## config.mk

```make
export PLATFORM = sky130hd
export DESIGN_NAME = deterministic_primality_test_64_top
export DESIGN_NICKNAME = d
export VERILOG_FILES = /design/src/hdl/dpt64_pkg.sv /design/src/hdl/dpt64_modmul.sv /design/src/hdl/deterministic_primality_test_64_top.sv
export SDC_FILE = /design/constraint.sdc
export NUM_CORES = 2
export LEC_CHECK = 0
export ABC_AREA = 1
export BUFFER_PORTS_ARGS = -buffer_cell sky130_fd_sc_hd__buf_2
export CAP_MARGIN = 15
export CORE_ASPECT_RATIO = 1.1
export CORE_MARGIN = 3
export CORE_UTILIZATION = 35
export DETAILED_ROUTE_END_ITERATION = 12
export HOLD_SLACK_MARGIN = 0.06
export MAX_ROUTING_LAYER = met4
export PLACE_DENSITY = 0.49
export SLEW_MARGIN = 20
export SYNTH_ARGS = -nofsm -noshare
export SYNTH_HDL_FRONTEND = slang
export SYNTH_SLANG_ARGS = --single-unit
```

## constraint.sdc

```tcl
create_clock -name i_clk -period 15 [get_ports i_clk]
set_input_delay 1.5 -clock i_clk [delete_from_list [all_inputs] [get_ports i_clk]]
set_output_delay 1.5 -clock i_clk [all_outputs]
set_load 0.1 [all_outputs]
```

## src/hdl/dpt64_pkg.sv

```systemverilog
// Shared constants for the 64-bit deterministic primality test.
// No dependencies.
package dpt64_pkg;

    localparam int unsigned CandW = 63;
    localparam int unsigned NumSmall = 12;
    localparam int unsigned NumBases = 7;
    localparam int unsigned BitCntW = 6;

    typedef logic [CandW-1:0] t_word;

    function automatic t_word small_prime(input logic [3:0] idx);
        t_word v;
        v = '0;
        unique case (idx)
            4'd0: v = t_word'(2);
            4'd1: v = t_word'(3);
            4'd2: v = t_word'(5);
            4'd3: v = t_word'(7);
            4'd4: v = t_word'(11);
            4'd5: v = t_word'(13);
            4'd6: v = t_word'(17);
            4'd7: v = t_word'(19);
            4'd8: v = t_word'(23);
            4'd9: v = t_word'(29);
            4'd10: v = t_word'(31);
            4'd11: v = t_word'(37);
            default: v = '0;
        endcase
        return v;
    endfunction

    function automatic t_word mr_base(input logic [2:0] idx);
        t_word v;
        v = '0;
        unique case (idx)
            3'd0: v = t_word'(2);
            3'd1: v = t_word'(325);
            3'd2: v = t_word'(9375);
            3'd3: v = t_word'(28178);
            3'd4: v = t_word'(450775);
            3'd5: v = t_word'(9780504);
            3'd6: v = t_word'(1795265022);
            default: v = '0;
        endcase
        return v;
    endfunction

endpackage

```

## src/hdl/dpt64_modmul.sv

```systemverilog
// Bit-serial modular multiplier: one double-and-add step mod m per cycle.
// Depends on dpt64_pkg.
module dpt64_modmul (
    input  logic               i_clk,
    input  logic               i_rst_n,
    input  logic               i_go,
    input  dpt64_pkg::t_word   i_x,
    input  dpt64_pkg::t_word   i_y,
    input  dpt64_pkg::t_word   i_m,
    output logic               o_done,
    output dpt64_pkg::t_word   o_p
);

    logic                            r_busy, n_busy;
    logic [dpt64_pkg::BitCntW-1:0]   r_bit, n_bit;
    dpt64_pkg::t_word                r_acc, n_acc;
    dpt64_pkg::t_word                r_x, n_x;
    dpt64_pkg::t_word                r_y, n_y;
    logic                            r_done, n_done;
    logic [dpt64_pkg::CandW:0]       w_dbl, w_add;
    dpt64_pkg::t_word                w_d;

    always_comb begin
        // x, acc < m < 2^63, so sums fit in 64 bits
        w_dbl = {1'b0, r_acc} + {1'b0, r_acc};
        w_d = (w_dbl >= {1'b0, i_m}) ? dpt64_pkg::t_word'(w_dbl - {1'b0, i_m})
                                      : w_dbl[dpt64_pkg::CandW-1:0];
        w_add = {1'b0, w_d} + {1'b0, r_x};
        n_busy = r_busy;
        n_bit = r_bit;
        n_acc = r_acc;
        n_x = r_x;
        n_y = r_y;
        n_done = 1'b0;
        if (i_go) begin
            n_busy = 1'b1;
            n_bit = dpt64_pkg::BitCntW'(dpt64_pkg::CandW - 1);
            n_acc = '0;
            n_x = i_x;
            n_y = i_y;
        end else if (r_busy) begin
            if (r_y[r_bit])
                n_acc = (w_add >= {1'b0, i_m}) ? dpt64_pkg::t_word'(w_add - {1'b0, i_m})
                                                : w_add[dpt64_pkg::CandW-1:0];
            else
                n_acc = w_d;
            if (r_bit == '0) begin
                n_busy = 1'b0;
                n_done = 1'b1;
            end else begin
                n_bit = r_bit - 1'b1;
            end
        end
    end

    always_ff @(posedge i_clk) begin
        if (!i_rst_n) begin
            r_busy <= 1'b0;
            r_done <= 1'b0;
            r_bit <= '0;
        end else begin
            r_busy <= n_busy;
            r_done <= n_done;
            r_bit <= n_bit;
        end
        r_acc <= n_acc;
        r_x <= n_x;
        r_y <= n_y;
    end

    assign o_done = r_done;
    assign o_p = r_acc;

endmodule

```

## src/hdl/deterministic_primality_test_64_top.sv

```systemverilog
// Deterministic Miller-Rabin primality test for 63-bit candidates; needs dpt64_pkg, dpt64_modmul.
// Candidates below 2 go straight to the done state. Otherwise every step is one pass of the
// bit-serial unit: 12 trial remainders, then per base one reduction and up to 123 products
// (7 bases, 123 products each at most).
// Throughput: one candidate at a time; busy stays high until o_valid, the receiver cannot stall.
// Synchronous active-low reset returns the sequencer to idle with no result pending.
module deterministic_primality_test_64_top (
    input  logic                   i_clk,
    input  logic                   i_rst_n,
    input  logic                   start,
    output logic                   busy,
    input  logic [62:0]            i_candidate,
    output logic                   o_valid,
    output logic                   o_prime_flag
);

    typedef enum logic [3:0] {
        ST_IDLE, ST_SIEVE, ST_SVWAIT, ST_SPLIT, ST_BASE, ST_BWAIT, ST_PSTEP,
        ST_PWAIT, ST_CHECK, ST_SQ, ST_SQWAIT, ST_DONE
    } t_state;

    t_state                          r_state;
    dpt64_pkg::t_word                r_n, r_d, r_e, r_acc, r_b, r_x;
    logic [dpt64_pkg::BitCntW-1:0]   r_s, r_r;
    logic [3:0]                      r_sp;      // trial prime index
    logic [2:0]                      r_bi;      // base index
    logic                            r_sqphase; // pow: 0 = acc*b, 1 = b*b
    logic                            r_flag, r_valid;

    logic                            w_go, w_mdone, w_last;
    dpt64_pkg::t_word                w_mx, w_my, w_mm, w_mp, w_p, w_nm1;

    // shared unit: x*y mod m, y consumed bit by bit, so y may exceed m
    dpt64_modmul u_mul (
        .i_clk(i_clk), .i_rst_n(i_rst_n), .i_go(w_go),
        .i_x(w_mx), .i_y(w_my), .i_m(w_mm), .o_done(w_mdone), .o_p(w_mp)
    );

    assign w_p = dpt64_pkg::small_prime(r_sp);
    assign w_nm1 = r_n - 1'b1;
    assign w_last = (r_bi == 3'(dpt64_pkg::NumBases - 1));

    // Operand select. Trial division runs 1*n mod p, base reduction 1*base mod n.
    // The modulus must hold for the whole pass, so it follows the state.
    always_comb begin
        w_go = 1'b0;
        w_mx = dpt64_pkg::t_word'(1);
        w_my = r_n;
        w_mm = r_n;
        unique case (r_state)
            ST_SIEVE: begin
                w_go = 1'b1;
                w_mm = w_p;
            end
            ST_SVWAIT: begin
                w_mm = w_p;
            end
            ST_BASE: begin
                w_go = 1'b1;
                w_my = dpt64_pkg::mr_base(r_bi);
            end
            ST_PSTEP: begin
                w_go = 1'b1;
                w_mx = r_sqphase ? r_b : r_acc;
                w_my = r_b;
            end
            ST_SQ: begin
                w_go = 1'b1;
                w_mx = r_x;
                w_my = r_x;
            end
            default: ;
        endcase
    end

    always_ff @(posedge i_clk) begin
        if (!i_rst_n) begin
            r_state <= ST_IDLE;
            r_valid <= 1'b0;
        end else begin
            r_valid <= (r_state == ST_DONE);
            unique case (r_state)
                ST_IDLE: begin
                    if (start) begin
                        r_n <= i_candidate;
                        r_sp <= '0;
                        if (i_candidate < dpt64_pkg::t_word'(2)) begin
                            // zero and one are not prime
                            r_flag <= 1'b0;
                            r_state <= ST_DONE;
                        end else begin
                            r_state <= ST_SIEVE;
                        end
                    end
                end
                ST_SIEVE: begin
                    r_state <= ST_SVWAIT;
                end
                ST_SVWAIT: begin
                    if (w_mdone) begin
                        if (w_mp == '0) begin
                            // small factor: prime only if n is that prime
                            r_flag <= (r_n == w_p);
                            r_state <= ST_DONE;
                        end else if (r_sp == 4'(dpt64_pkg::NumSmall - 1)) begin
                            r_d <= w_nm1;
                            r_s <= '0;
                            r_state <= ST_SPLIT;
                        end else begin
                            r_sp <= r_sp + 1'b1;
                            r_state <= ST_SIEVE;
                        end
                    end
                end
                ST_SPLIT: begin
                    // n is odd and above 37 here, so n-1 = d * 2^s with s >= 1
                    if (r_d[0]) begin
                        r_bi <= '0;
                        r_state <= ST_BASE;
                    end else begin
                        r_d <= r_d >> 1;
                        r_s <= r_s + 1'b1;
                    end
                end
                ST_BASE: begin
                    r_state <= ST_BWAIT;
                end
                ST_BWAIT: begin
                    if (w_mdone) begin
                        if (w_mp == '0) begin
                            // base is a multiple of n: skipped
                            if (w_last) begin
                                r_flag <= 1'b1;
                                r_state <= ST_DONE;
                            end else begin
                                r_bi <= r_bi + 1'b1;
                                r_state <= ST_BASE;
                            end
                        end else begin
                            r_b <= w_mp;
                            r_acc <= dpt64_pkg::t_word'(1);
                            r_e <= r_d;
                            r_sqphase <= 1'b0;  // d is odd
                            r_state <= ST_PSTEP;
                        end
                    end
                end
                ST_PSTEP: begin
                    r_state <= ST_PWAIT;
                end
                ST_PWAIT: begin
                    if (w_mdone) begin
                        if (!r_sqphase) begin
                            if (r_e[dpt64_pkg::CandW-1:1] == '0) begin
                                // last exponent bit: the final square is not needed
                                r_x <= w_mp;
                                r_state <= ST_CHECK;
                            end else begin
                                r_acc <= w_mp;
                                r_sqphase <= 1'b1;
                                r_state <= ST_PSTEP;
                            end
                        end else begin
                            r_b <= w_mp;
                            r_e <= r_e >> 1;
                            r_sqphase <= ~r_e[1];
                            r_state <= ST_PSTEP;
                        end
                    end
                end
                ST_CHECK: begin
                    if (r_x == dpt64_pkg::t_word'(1) || r_x == w_nm1) begin
                        if (w_last) begin
                            r_flag <= 1'b1;
                            r_state <= ST_DONE;
                        end else begin
                            r_bi <= r_bi + 1'b1;
                            r_state <= ST_BASE;
                        end
                    end else if (r_s <= dpt64_pkg::BitCntW'(1)) begin
                        r_flag <= 1'b0;
                        r_state <= ST_DONE;
                    end else begin
                        r_r <= dpt64_pkg::BitCntW'(1);
                        r_state <= ST_SQ;
                    end
                end
                ST_SQ: begin
                    r_state <= ST_SQWAIT;
                end
                ST_SQWAIT: begin
                    if (w_mdone) begin
                        r_x <= w_mp;
                        if (w_mp == w_nm1) begin
                            if (w_last) begin
                                r_flag <= 1'b1;
                                r_state <= ST_DONE;
                            end else begin
                                r_bi <= r_bi + 1'b1;
                                r_state <= ST_BASE;
                            end
                        end else if (r_r + 1'b1 >= r_s) begin
                            // s-1 squares without reaching n-1: witness found
                            r_flag <= 1'b0;
                            r_state <= ST_DONE;
                        end else begin
                            r_r <= r_r + 1'b1;
                            r_state <= ST_SQ;
                        end
                    end
                end
                ST_DONE: begin
                    r_state <= ST_IDLE;
                end
                default: r_state <= ST_IDLE;
            endcase
        end
    end

    assign busy = (r_state != ST_IDLE);
    assign o_valid = r_valid;
    assign o_prime_flag = r_flag;

endmodule

```

==> summary.md <==
| Metric | Value |
|---|---|
| First-pass GRT wire length | `341,000 um` |
| Post-synthesis adder-cell area fraction | `0.0575` |
| Sequential element share of the synthesized area | `0.378` |
| Antenna diodes | `0` |
| GPL Wtd Cong | `1.07` |
| IO buf count | `68` |
| Final worst setup slack | `3.02 ns` |
| Routed Antenna Nets | `0` |
| Synth Flop Type | `edfxtp_1` |
| Cell count after synthesis | `6,479` |
| Slew @ Worst Pin | `1.06 ns` |
| Worst path slowest cell | `a21oi_1` |
| Outcome | `completed` |
| Clock Tree Buf Depth | `3` |
| Post-Synth Simple-Gate Area | `0.304` |
| CP required | `15.57 ns` |
| Post-synthesis compound-gate area fraction | `0.144` |
| Initial Util | `0.355` |
| CP Launch Type | `flip-flop` |
| Number of global-route vias before repair | `45.3k` |
| Post-CTS setup repair buffer count | `0` |
| Worst rel slew slack | `0.291` |
| Placed Cells | `8,199` |
| # DRC | `0` |
| FMAX | `83.5 MHz` |
| Clock Sinks | `606` |
| Post_cts resized | `0` |
| Synth Register Bits | `606` |
| Most common cell in the netlist | `nand2_1` |
| CP max FO | `86` |
| Worst Path Arrival | `12.55 ns` |
| Drt via density | `5.68` |
| Crit-path max cell delay | `0.64 ns` |
| Final Setup Violations | `0` |
| Multi-input logic area | `0.0250 mm2` |
| Die H | `386 um` |
| Grt ovf | `0` |
| Syn nets | `6,756` |
| Final net count | `6,802` |
| Num rows | `138` |
| Area delta synth->final | `10.4%` |
| Area contributors post-synth | `edfxtp_1 (34%), nand2_1 (14%), nor2_1 (6.9%)` |
| CP most frequent cell | `a21oi_1` |
| Post-synth top area cell | `edfxtp_1` |
| Share of cells above drive strength 1 | `0.0479` |
| H-tree depth | `3` |
| Post-synth top cells | `nand2_1 (1,740), nor2_1 (851), inv_1 (810)` |
| Mux share of post-synthesis cell area | `0` |
| Via Count | `47.3k` |
| XOR/XNOR share of the synthesized area | `0.0337` |
| Clk root buf | `clkbuf_16` |
| DP Wirelength | `203,000 um` |
| Clock slew at reported path FFs | `0.06 ns` |
| Setup crit end kind | `flip-flop` |
| DP Worst Slack | `3.11 ns` |
| Total GRT Usage | `0.367` |
| FF+latch area | `0.0174 mm2` |
| Fin. max-slew vios | `0` |
| Die footprint | `0.136 mm2` |
| Hold buffers post-CTS | `0` |
| Fin crit period | `11.98 ns` |
| Core area | `0.130 mm2` |
| Final Non-Filler Cells | `8,333` |
| Num ports | `69` |
| DR WL/cell | `29.6 um` |
| Synth Cell Area | `0.0460 mm2` |
| Post-synth ARST share | `0` |
| Tcrit/Tclk final | `0.799` |
| FILL cells | `14.1k` |
| Top-area cell type share of the netlist area | `0.342` |
| Post-synth EDFFs | `524` |
| Total negative slack | `0 ns` |
| Num CTS Buffers | `74` |
| Pre-antenna DRT Iters | `6` |
| Hold Crit Class | `flip-flop to flip-flop` |
| Hold WS | `0.532 ns` |
| Largest family of logic cells by synthesized area | `simple AND/OR/NAND/NOR gates` |
| Synth cell types | `61` |
| Crit path kind | `flip-flop to flip-flop` |
| Avg Synthesized Cell Area | `7.10 um2` |
| Clk_lat worst skew | `0.71 ns` |
| TritonCTS clock tree | `done` |
| Largest net degree at the start of global routing | `87` |
| Fin. Hold Viols | `0` |
| Synth warn | `0` |
| RSZ-0062 raised after global routing | `no` |
| Final wirelength | `247,000 um` |
| Number of max-cap violations | `0` |
| Die extent in x | `352 um` |
| DR iter-0 viols | `5,813` |
| Initial antenna violation count | `8` |
| Final Skew | `0.0499 ns` |
-- final timing paths --
| kind | cells past startpoint | startpoint | endpoint | slack (ns) |
|---|---|---|---|---|
| worst min register to register | 2 | r_d[29] | r_e[29] | 0.53 |
| worst max-delay path | 45 | r_state[1] | u_mul.o_p[1] | 3.02 |
| worst min-delay path | 2 | r_d[29] | r_e[29] | 0.53 |
| worst max register to register | 45 | r_state[1] | u_mul.o_p[1] | 3.02 |
-- critical path: cells and delay by family, from the launching register on --
kind | cells | cell delay, ns
XOR/XNOR | 1 | 0.44
flip-flops | 1 | 0.52
buffers and inverters | 10 | 2.62
adder cells (fa/ha/maj) | 3 | 1.15
AO/OA/AOI/OAI | 17 | 4.51
AND/OR/NAND/NOR | 14 | 2.34
-- per-layer routing --
layer / vias up / track usage / wire (um)
li1: 21900 / - / -
met1: 22800 / 0.495 / 107000
met2: 2264 / 0.551 / 107000
met3: 376 / 0.0400 / 19000
met4: 0 / 0.177 / 13900
met5: - / - / 0
-- cell families after synthesis --
| logic type | after synthesis |
|---|---|
| compound gates | 1145 |
| xor+xnor | 177 |
| fa+ha+maj | 211 |
| buf+inv | 985 |
| flops | 606 |
| simple gates | 3355 |
-- stage by stage --
stage | util | cell area (um2)
2_1_floorplan | - | 46000
3_3_place_gp | 0.374 | 48500
3_5_place_dp | 0.374 | 48500
4_1_cts | 0.392 | 50800
5_1_grt | 0.392 | 50800
6_report | 0.392 | 50800
-- layout by cell type (no fill, tap or decap), types with 25 or more instances in the layout --
cell,synthesis,layout
a21oi_1,432,430
a31oi_1,28,28
and2_1,40,40
buf_2,14,68
buf_4,6,66
clkbuf_16,0,77
dfxtp_1,82,81
edfxtp_1,524,524
ha_1,210,210
inv_1,810,807
nand2_1,1740,1738
nand3_1,453,453
nand3b_1,26,26
nand4_1,63,63
nor2_1,851,843
nor3_1,52,52
nor4_1,82,78
o2111ai_1,25,25
o21a_1,32,32
o21ai_0,383,379
o21ai_1,25,29
o221ai_1,39,39
o32ai_1,36,35
xnor2_1,53,53
xor2_1,124,124
-- state kept, by name (all words and copies together) (netlist names) --
name / count
u_mul.o_done: 1
r_acc: 63
r_sqphase: 1
u_mul.o_p: 63
r_n: 63
o_prime_flag: 1
r_b: 63
r_s: 6
r_state: 4
o_valid: 1
u_mul.r_busy: 1
u_mul.r_x: 63
r_e: 62
u_mul.r_y: 63
w_p: 6
r_x: 63
r_d: 63
r_bi: 3
u_mul.r_bit: 6
r_sp: 4
r_r: 6
-- cell type report --
class | instances | area share
multi-input cells | 4888 | 0.491
repair buffers | 135 | 0.0168
inverters | 820 | 0.0607
clock inverters | 44 | 0.00736
flip-flops and latches | 606 | 0.342
clock buffers | 90 | 0.0389
well taps | 1750 | 0.0431
Power is not shown: default switching activity piles up to over one toggle a cycle in this logic, so the estimate is an artifact.
